## src/rtl/u8esc_pkg.sv

```systemverilog
// Shared types, constants and helpers for the UTF-8 to escape decoder.
`timescale 1ns / 1ps

package u8esc_pkg;

  // Job queue between the front and the back end.
  localparam int QDEPTH = 4;
  localparam int QAW    = $clog2(QDEPTH);
  localparam int QCW    = $clog2(QDEPTH + 1);

  localparam int CPW = 21;

  // ASCII characters the block emits.
  localparam logic [7:0] CH_BSLASH = 8'h5c;
  localparam logic [7:0] CH_LOW_U  = 8'h75;
  localparam logic [7:0] CH_UP_U   = 8'h55;
  localparam logic [7:0] CH_QMARK  = 8'h3f;
  localparam logic [7:0] CH_ZERO   = 8'h30;
  localparam logic [7:0] CH_LOW_A  = 8'h61;

  // Input byte class boundaries.
  localparam logic [7:0] LIM_ASCII = 8'h80;
  localparam logic [7:0] LIM_LEAD2 = 8'hc2;
  localparam logic [7:0] LIM_LEAD3 = 8'he0;
  localparam logic [7:0] LIM_LEAD4 = 8'hf0;
  localparam logic [7:0] LIM_BAD   = 8'hf8;

  // Last byte index of each job kind.
  localparam logic [3:0] LAST_IDX_LIT   = 4'd0;
  localparam logic [3:0] LAST_IDX_SHORT = 4'd5;
  localparam logic [3:0] LAST_IDX_LONG  = 4'd9;

  typedef enum logic [1:0] {
    KIND_LIT,
    KIND_SHORT,
    KIND_LONG
  } kind_t;

  typedef struct packed {
    kind_t          kind;
    logic [CPW-1:0] data;
  } job_t;

  function automatic logic [7:0] hex_digit(input logic [3:0] nib);
    logic [7:0] d;
    if (nib < 4'd10) begin
      d = CH_ZERO + {4'd0, nib};
    end else begin
      d = CH_LOW_A + {4'd0, nib} - 8'd10;
    end
    return d;
  endfunction

endpackage

```

## src/rtl/u8esc_front.sv

```systemverilog
// Front end: accepts UTF-8 bytes, tracks sequences and issues output jobs.
`timescale 1ns / 1ps

module u8esc_front (
  input  logic              clk,
  input  logic              rst,
  input  logic              in_fire,
  input  logic [7:0]        in_byte,
  input  logic              end_of_data,
  output logic              job_valid,
  output u8esc_pkg::job_t   job
);

  logic [1:0]                bytes_remaining;
  logic                      long_form;
  logic [u8esc_pkg::CPW-1:0] code_point;

  logic [1:0]                bytes_remaining_next;
  logic                      long_form_next;
  logic [u8esc_pkg::CPW-1:0] code_point_next;
  logic [u8esc_pkg::CPW-1:0] cp_shifted;

  assign cp_shifted = {code_point[u8esc_pkg::CPW-7:0], in_byte[5:0]};

  always_comb begin
    bytes_remaining_next = bytes_remaining;
    long_form_next       = long_form;
    code_point_next      = code_point;
    job_valid            = 1'b0;
    job.kind             = u8esc_pkg::KIND_LIT;
    job.data             = {{(u8esc_pkg::CPW-8){1'b0}}, in_byte};
    if (in_fire) begin
      if (bytes_remaining == 2'd0) begin
        priority if (in_byte < u8esc_pkg::LIM_ASCII) begin
          job_valid = 1'b1;
        end else if (in_byte < u8esc_pkg::LIM_LEAD2) begin
          job_valid = 1'b1;
          job.data  = {{(u8esc_pkg::CPW-8){1'b0}}, u8esc_pkg::CH_QMARK};
        end else if (in_byte < u8esc_pkg::LIM_LEAD3) begin
          code_point_next      = {{(u8esc_pkg::CPW-5){1'b0}}, in_byte[4:0]};
          bytes_remaining_next = 2'd1;
          long_form_next       = 1'b0;
        end else if (in_byte < u8esc_pkg::LIM_LEAD4) begin
          code_point_next      = {{(u8esc_pkg::CPW-4){1'b0}}, in_byte[3:0]};
          bytes_remaining_next = 2'd2;
          long_form_next       = 1'b0;
        end else if (in_byte < u8esc_pkg::LIM_BAD) begin
          code_point_next      = {{(u8esc_pkg::CPW-3){1'b0}}, in_byte[2:0]};
          bytes_remaining_next = 2'd3;
          long_form_next       = 1'b1;
        end else begin
          job_valid = 1'b1;
          job.data  = {{(u8esc_pkg::CPW-8){1'b0}}, u8esc_pkg::CH_QMARK};
        end
      end else begin
        // Any byte inside a sequence counts as a continuation byte.
        code_point_next      = cp_shifted;
        bytes_remaining_next = bytes_remaining - 2'd1;
        if (bytes_remaining == 2'd1) begin
          job_valid            = 1'b1;
          job.kind             = long_form ? u8esc_pkg::KIND_LONG : u8esc_pkg::KIND_SHORT;
          job.data             = cp_shifted;
          long_form_next       = 1'b0;
          code_point_next      = '0;
        end
      end
      if (end_of_data) begin
        bytes_remaining_next = 2'd0;
        long_form_next       = 1'b0;
        code_point_next      = '0;
      end
    end
  end

  always_ff @(posedge clk) begin
    if (rst) begin
      bytes_remaining <= 2'd0;
      long_form       <= 1'b0;
      code_point      <= '0;
    end else begin
      bytes_remaining <= bytes_remaining_next;
      long_form       <= long_form_next;
      code_point      <= code_point_next;
    end
  end

endmodule

```

## src/rtl/u8esc_queue.sv

```systemverilog
// Short job queue that decouples the front end from the back end.
`timescale 1ns / 1ps

module u8esc_queue (
  input  logic            clk,
  input  logic            rst,
  input  logic            wr_en,
  input  u8esc_pkg::job_t wr_job,
  output logic            full,
  input  logic            rd_en,
  output logic            rd_valid,
  output u8esc_pkg::job_t rd_job
);

  u8esc_pkg::job_t             slots [u8esc_pkg::QDEPTH];
  logic [u8esc_pkg::QAW-1:0]   wr_ptr;
  logic [u8esc_pkg::QAW-1:0]   rd_ptr;
  logic [u8esc_pkg::QCW-1:0]   count;

  assign full     = (count == u8esc_pkg::QCW'(u8esc_pkg::QDEPTH));
  assign rd_valid = (count != '0);
  assign rd_job   = slots[rd_ptr];

  always_ff @(posedge clk) begin
    if (wr_en) begin
      slots[wr_ptr] <= wr_job;
    end
  end

  always_ff @(posedge clk) begin
    if (rst) begin
      wr_ptr <= '0;
      rd_ptr <= '0;
      count  <= '0;
    end else begin
      if (wr_en) begin
        wr_ptr <= wr_ptr + 1'b1;
      end
      if (rd_en) begin
        rd_ptr <= rd_ptr + 1'b1;
      end
      unique case ({wr_en, rd_en})
        2'b10:   count <= count + 1'b1;
        2'b01:   count <= count - 1'b1;
        default: count <= count;
      endcase
    end
  end

endmodule

```

## src/rtl/u8esc_back.sv

```systemverilog
// Back end: expands each job into output bytes held in an output register.
`timescale 1ns / 1ps

module u8esc_back (
  input  logic            clk,
  input  logic            rst,
  input  logic            job_valid,
  input  u8esc_pkg::job_t job,
  output logic            job_done,
  input  logic            pop,
  output logic            empty,
  output logic [7:0]      out_byte,
  output logic            last
);

  logic       out_valid;
  logic [3:0] idx;
  logic [3:0] idx_next;
  logic [3:0] last_idx;
  logic [3:0] nib_pos;
  logic [3:0] nibble;
  logic [31:0] cp_wide;
  logic [7:0] byte_sel;
  logic       load;
  logic       is_last;

  assign empty   = !out_valid;
  assign load    = job_valid && (!out_valid || pop);
  assign is_last = (idx == last_idx);
  assign job_done = load && is_last;
  // The long form prints eight digits, so the top two nibbles read as zero.
  assign cp_wide = {{(32-u8esc_pkg::CPW){1'b0}}, job.data};

  always_comb begin
    unique case (job.kind)
      u8esc_pkg::KIND_SHORT: begin
        last_idx = u8esc_pkg::LAST_IDX_SHORT;
        nib_pos  = u8esc_pkg::LAST_IDX_SHORT - idx;
      end
      u8esc_pkg::KIND_LONG: begin
        last_idx = u8esc_pkg::LAST_IDX_LONG;
        nib_pos  = u8esc_pkg::LAST_IDX_LONG - idx;
      end
      default: begin
        last_idx = u8esc_pkg::LAST_IDX_LIT;
        nib_pos  = 4'd0;
      end
    endcase
  end

  assign nibble = cp_wide[{nib_pos[2:0], 2'b00} +: 4];

  always_comb begin
    if (job.kind == u8esc_pkg::KIND_LIT) begin
      byte_sel = job.data[7:0];
    end else begin
      priority if (idx == 4'd0) begin
        byte_sel = u8esc_pkg::CH_BSLASH;
      end else if (idx == 4'd1) begin
        byte_sel = (job.kind == u8esc_pkg::KIND_LONG) ? u8esc_pkg::CH_UP_U
                                                      : u8esc_pkg::CH_LOW_U;
      end else begin
        byte_sel = u8esc_pkg::hex_digit(nibble);
      end
    end
  end

  assign idx_next = is_last ? 4'd0 : idx + 4'd1;

  always_ff @(posedge clk) begin
    if (rst) begin
      out_valid <= 1'b0;
      idx       <= 4'd0;
    end else begin
      if (load) begin
        out_valid <= 1'b1;
        idx       <= idx_next;
      end else if (pop) begin
        out_valid <= 1'b0;
      end
    end
  end

  always_ff @(posedge clk) begin
    if (load) begin
      out_byte <= byte_sel;
      last     <= is_last;
    end
  end

endmodule

```

## src/rtl/utf8_to_unicode_escape_decoder.sv

```systemverilog
// Top level of the UTF-8 to backslash-u escape decoder.
//
//  channel | direction | handshake             | payload
//  --------+-----------+-----------------------+----------------------
//  input   | in        | push / full           | in_byte, end_of_data
//  result  | out       | pop / empty           | out_byte, last
//
// A byte is taken whenever the four-entry job queue has room. The back end
// emits one result byte per cycle while jobs wait and pop is high; a literal
// or '?' is one byte, a short escape six and a long escape ten, so the output
// register sets the sustained rate. Synchronous reset empties the queue and
// the output register and returns the sequence state to idle. Input and
// output stall independently; full rises only when the queue holds four jobs.
`timescale 1ns / 1ps

module utf8_to_unicode_escape_decoder (
  input  logic       clk,
  input  logic       rst,
  input  logic       push,
  output logic       full,
  input  logic [7:0] in_byte,
  input  logic       end_of_data,
  output logic       empty,
  input  logic       pop,
  output logic [7:0] out_byte,
  output logic       last
);

  logic            in_fire;
  logic            fe_job_valid;
  u8esc_pkg::job_t fe_job;
  logic            q_valid;
  u8esc_pkg::job_t q_job;
  logic            q_pop;

  assign in_fire = push && !full;

  u8esc_front u_front (
    .clk         (clk),
    .rst         (rst),
    .in_fire     (in_fire),
    .in_byte     (in_byte),
    .end_of_data (end_of_data),
    .job_valid   (fe_job_valid),
    .job         (fe_job)
  );

  u8esc_queue u_queue (
    .clk      (clk),
    .rst      (rst),
    .wr_en    (fe_job_valid),
    .wr_job   (fe_job),
    .full     (full),
    .rd_en    (q_pop),
    .rd_valid (q_valid),
    .rd_job   (q_job)
  );

  u8esc_back u_back (
    .clk       (clk),
    .rst       (rst),
    .job_valid (q_valid),
    .job       (q_job),
    .job_done  (q_pop),
    .pop       (pop),
    .empty     (empty),
    .out_byte  (out_byte),
    .last      (last)
  );

endmodule

```

## config.mk

```make
export PLATFORM = sky130hd
export DESIGN_NAME = utf8_to_unicode_escape_decoder
export DESIGN_NICKNAME = d
export VERILOG_FILES = /design/src/rtl/u8esc_pkg.sv /design/src/rtl/u8esc_front.sv /design/src/rtl/u8esc_queue.sv /design/src/rtl/u8esc_back.sv /design/src/rtl/utf8_to_unicode_escape_decoder.sv
export SDC_FILE = /design/constraint.sdc
export NUM_CORES = 1
export LEC_CHECK = 0
export BUFFER_PORTS_ARGS = -buffer_cell sky130_fd_sc_hd__buf_2
export CAP_MARGIN = 25
export CORE_AREA = 2 2 108 110
export CTS_CLUSTER_SIZE = 16
export DETAILED_ROUTE_END_ITERATION = 12
export DIE_AREA = 0 0 110 112
export PLACE_DENSITY = 0.75
export SLEW_MARGIN = 20
export SYNTH_ARGS = -nofsm -noshare
export SYNTH_HDL_FRONTEND = slang
export SYNTH_HIERARCHICAL = 1
export SYNTH_SLANG_ARGS = --single-unit
```

## constraint.sdc

```tcl
create_clock -name clk -period 3.3 [get_ports clk]
set_input_delay 0.99 -clock clk [delete_from_list [all_inputs] [get_ports clk]]
set_output_delay 0.99 -clock clk [all_outputs]
set_load 0.05 [all_outputs]
```

# After elaboration in Yosys (flattened, before gate mapping)
# Memory sizes are Yosys's and may differ from the RTL's. A register that Yosys moved wholly into a read port is not among the register bits.
# Index checks and enable logic that the tools add are counted.
# op_classes
n_shift	1
add_sub_neg	11
n_reduce_logical	15
mux	56
n_lt_le_gt_ge	6
n_eq_ne	11
# op_table
cell	n
$mux 15	8
$mux 21	5
$mux 23	2
$lt 8x8->1 const B	5
$mux 8	5
$shiftx 32x6->4	1
$mux 2	11
$mux 1	20
$pmux 3 s2	2
$add 7x4->8 const A	1
$pmux 4 s2	1
$sub 8x4->8 const B	1
$add 6x4->7 const A	1
$eq 2x1->1 const B	3
$mux 6	1
$ne 3x3->1 const B	2
$reduce_bool 3->1	2
$ne 5x5->1 const B	1
$reduce_and 5->1	1
$add 2x1->2 const B	2
$add 4x1->4 const B	1
$eq 2x2->1 const B	2
$eq 4x1->1 const B	1
$eq 4x4->1	1
15 further kinds	20
# word_totals
n_memories	1
word_cells	111
ff_bits	39
mem_bits_rw	92
# memory_table
memory	depth	width	rd	rd_clocked_by_memory_dff	write_ports	line_no	rtl
u_queue.slots	4	23	1	1	1	u8esc_queue.sv:15	u8esc_pkg::job_t slots [u8esc_pkg::QDEPTH];

# Logic depth before layout (Yosys ltp)
# logic_depth
depth_word	10
mapped_depth	14
mapped_depth_nobuf	11

# Modules after synthesis
# Netlist, hierarchy kept.
# modules_own_cells
module	cells_each	area_per_inst_um2	instances
u8esc_queue	163	3779.9	1
u8esc_front	138	1123.6	1
u8esc_back	118	1099.8	1
utf8_to_unicode_escape_decoder	1	13.8	1

# Worst setup path before layout
# OpenSTA, ideal clock, no wires.
# synth_timing
path_type	reg2reg
from	register u_queue/count[1] (netlist bit)
to	register u_queue/count[2] (netlist bit)
required_time_ns	3.230
arrival_ns	3.412
period_less_slack_ns	3.482
path_buffers	2
path_stages_with_launch	13
path_slack_ns	-0.182
path_cell_list	dfxtp_1 > nor3b_1 > nor2b_4 > nor2b_1 > clkbuf_1 > clkbuf_1 > nor2b_1 > inv_1 > ha_1 > fa_1 > xnor2_1 > or3_1 > a21oi_1
# synth_between
elab_chain_len	6
# synth_lines
item	line_no	rtl
start, declared	u8esc_queue.sv:18	logic [u8esc_pkg::QCW-1:0] count;
start signal, assigned	u8esc_queue.sv:43	2'b10: count <= count + 1'b1;
start signal, assigned	u8esc_queue.sv:44	2'b01: count <= count - 1'b1;
start signal, assigned	u8esc_queue.sv:45	default: count <= count;
$eq 3x3->1 *	u8esc_queue.sv:20	assign full = (count == u8esc_pkg::QCW'(u8esc_pkg::QDEPTH));
net full	utf8_to_unicode_escape_decoder.sv:20	output logic full,
$logic_not 1->1 *	utf8_to_unicode_escape_decoder.sv:36	assign in_fire = push && !full;
$logic_and 1x1->1 *	utf8_to_unicode_escape_decoder.sv:36	
net in_fire	utf8_to_unicode_escape_decoder.sv:29	logic in_fire;
$mux 1 *	u8esc_front.sv:32	if (in_fire) begin
net fe_job_valid	utf8_to_unicode_escape_decoder.sv:30	logic fe_job_valid;
$eq 2x1->1 / $eq 2x2->1 (equally long branches)	u8esc_queue.sv:42	unique case ({wr_en, rd_en})
$pmux 3 s2 / $reduce_bool 2->1 (equally long branches)	--	
# The timed path passes the listed nets; every way through them passes the cells marked *.
# A chain may end at the register's enable or synchronous reset.

==> flow_metrics.env <==
export IMPL_status="finished clean"
export IMPL_synth_distinct_cells=65
export IMPL_grt_pass1_vias=3621
export IMPL_hold_buffers=0
export IMPL_syn_to_final_growth_pct=15.1
export IMPL_vias_per_cell=5.90
export IMPL_initial_core_util_pct=53.8
export IMPL_yosysMostFrequentCell="edfxtp_1"
export IMPL_h_tree_depth=4
export IMPL_ys_ff_latch=133
export IMPL_antenna_found_initial=0
export IMPL_criticalPathCategory="flip-flop to flip-flop"
export IMPL_tightestPinTransition_ps=657
export IMPL_dp_hpwl_microns=7620
export IMPL_finalSetupTns_ps=0
export IMPL_nets=487
export IMPL_drive_gt1_share_pct=27.1
export IMPL_arrival_ps=3490
export IMPL_setup_violations=0
export IMPL_start_kind="flip-flop"
export IMPL_synth_edf_count=101
export IMPL_synth_common_cells="edfxtp_1, dfxtp_1, nand2_1, nor2_1, mux4_2"
export IMPL_peakVddDrop_mv=0.514
export IMPL_post_route_period_util_pct=95.2
export IMPL_cts_buffer_depth=2
export IMPL_drv_slew=0
export IMPL_drcViolationCount=0
export IMPL_cts_setup_buffers=0
export IMPL_grt_max_degree=24
export IMPL_wl_per_cell_microns=19.6
export IMPL_slew_headroom_pct=56.2
export IMPL_fin_crit_ps=3140
export IMPL_rsz0062_at_grt="no"
export IMPL_synth_area_sq_um=6020
export IMPL_syn_num_nets=448
export IMPL_clk_latency_ps=420
export IMPL_ctsRootBufferMaster="clkbuf_16"
export IMPL_ios=24
export IMPL_postRouteAntennaNets=0
export IMPL_async_flop_share_pct=0
export IMPL_core_area_sq_um=11200
export IMPL_final_util_pct=62.0
export IMPL_port_buffers=23
export IMPL_yosysTopAreaCell="edfxtp_1"
export IMPL_fmax_mhz=318
export IMPL_grt_usage_pct=21.3
export IMPL_ys_flop_type="edfxtp_1"
export IMPL_cap_violations=0
export IMPL_wl_microns=12100
export IMPL_first_pass_iters=4
export IMPL_synth_area_leaders="edfxtp_1, dfxtp_1, mux4_2, ha_1, and3_1"
export IMPL_dieArea_sq_um=12300
export IMPL_avgSynthCellArea_sq_um=14.3
export IMPL_worstPathRequired_ps=3650
export IMPL_ys_warnings_count=6
export IMPL_vias=3629
export IMPL_hold_path_class="flip-flop to flip-flop"
export IMPL_cts_buffers=17
export IMPL_ys_seq_area_share_pct=61.1
export IMPL_cts_num_sinks=133
export IMPL_chipWidth_microns=110
export IMPL_yosysTopAreaCellShare_pct=50.4
export IMPL_finalWeightedCongestion=0.905
export IMPL_p_per_area_nw_per_um2=794
export IMPL_antenna_cells=0
export IMPL_cp_max_fo=8
export IMPL_dieHeight_microns=112
export IMPL_synth_cells=420
export IMPL_rows=39
export IMPL_power_leakage_nw=2.51
export IMPL_fill_cells=834
export IMPL_grt_pass1_wl_microns=19300
export IMPL_finalHoldViolCount=0
export IMPL_overflow=0
export IMPL_drt_iter0_drc=249
export IMPL_worst_setup_path_end_kind="flip-flop"
export IMPL_fin_worst_skew_ps=8.69
export IMPL_cts_tree="built"
export IMPL_path_clk_slew_ps=60
## sequential cells by signal (all words and copies together), names as in the netlist, named ones only
| name | cells |
|---|---|
| u_back/last | 1 |
| u_queue/rd_ptr | 2 |
| u_front/bytes_remaining | 2 |
| u_queue/slots | 92 |
| u_back/out_byte | 8 |
| u_queue/wr_ptr | 2 |
| u_front/long_form | 1 |
| u_queue/count | 3 |
| u_back/out_valid | 1 |
| u_front/code_point | 15 |
| u_back/idx | 4 |
## critical path, stage by stage, from the launching register on
cell     delay, ps
dfxtp_2        360
mux4_2         540
inv_2          110
ha_4           230
ha_2           260
and4_1         190
and2_1         210
ha_2           210
fa_1           380
xnor2_1        150
or3_1          320
a21oi_1        140
## logic make-up (layout without fill, tap and decap cells)
logic type      Yosys count  count (layout)  synth area share, %
flops                   133             133                 61.1
mux                      33              33                 10.6
buf+inv                  38              90                 3.74
fa+ha+maj                15              15                 3.24
compound gates           69              69                 8.65
simple gates            124             124                 11.4
xor+xnor                  8               8                 1.29
## layer usage
metal	part of all wire [%]	vias up	GRT usage, %
li1	-	1698	-
met1	43	1823	27.9
met2	50	93	34.6
met3	4.8	15	4.92
met4	1.6	0	7.85
met5	0	-	0
## timing repair
action | CTS | global route
setup endpoints to repair | 1 | 6
resized for setup | 1 | 3
gates cloned | 0 | 0
## through the flow
| step | instance area (sq um) | total power [mW] | instances | hold slack [ps] | setup slack, ps |
|---|---|---|---|---|---|
| 6_report | 6920 | 5.50 | 615 | 484 | 160 |
| 5_1_grt | 6920 | 5.78 | 615 | 498 | 28.8 |
| 4_1_cts | 6920 | 5.52 | 615 | 485 | 2.38 |
| 3_5_place_dp | 6360 | 3.76 | 583 | 471 | -163 |
| 3_3_place_gp | 6360 | 3.70 | 583 | 453 | -51.1 |
| 2_1_floorplan | 6040 | 3.39 | 420 | 441 | 5.54 |
## cell type report
class                           instances  area (sq um)  share of cell area [%]
Inverter                               15          56.3                   0.813
Timing Repair Buffer                   43           315                    4.55
Tap cell                              143           179                    2.58
Clock inverter                         15           134                    1.93
Clock buffer                           17           425                    6.14
Multi-Input combinational cell        249          2140                    30.9
Sequential cell                       133          3670                    53.1
## final timing paths
path	start	end	slack, ps	cells past startpoint
max	flip-flop	u_queue/count[2]	160	11
min	u_front/code_point[9]	u_front/code_point[9]	480	1
max reg2reg	flip-flop	u_queue/count[2]	160	11
min reg2reg	u_front/code_point[9]	u_front/code_point[9]	480	1
## placed cells by master, fill, tap and decap left out, types with 10 or more instances in the layout
cell | netlist | layout
mux4_2 | 20 | 21
buf_2 | 7 | 23
o21ai_0 | 10 | 10
nor3_1 | 12 | 12
a21oi_1 | 12 | 12
inv_1 | 14 | 12
clkbuf_16 | 0 | 17
dfxtp_1 | 32 | 31
nand2_1 | 21 | 21
nor2_1 | 21 | 21
and3_1 | 16 | 16
buf_4 | 1 | 16
edfxtp_1 | 101 | 101
ha_1 | 14 | 11
## report_power, final
group,internal (mW),total (mW),switching [mW]
logic,0.650,1.64,0.993
registers,2.02,2.10,0.0801
clock network,1.04,1.75,0.716
No activity file was read; power rests on OpenSTA's default activity.
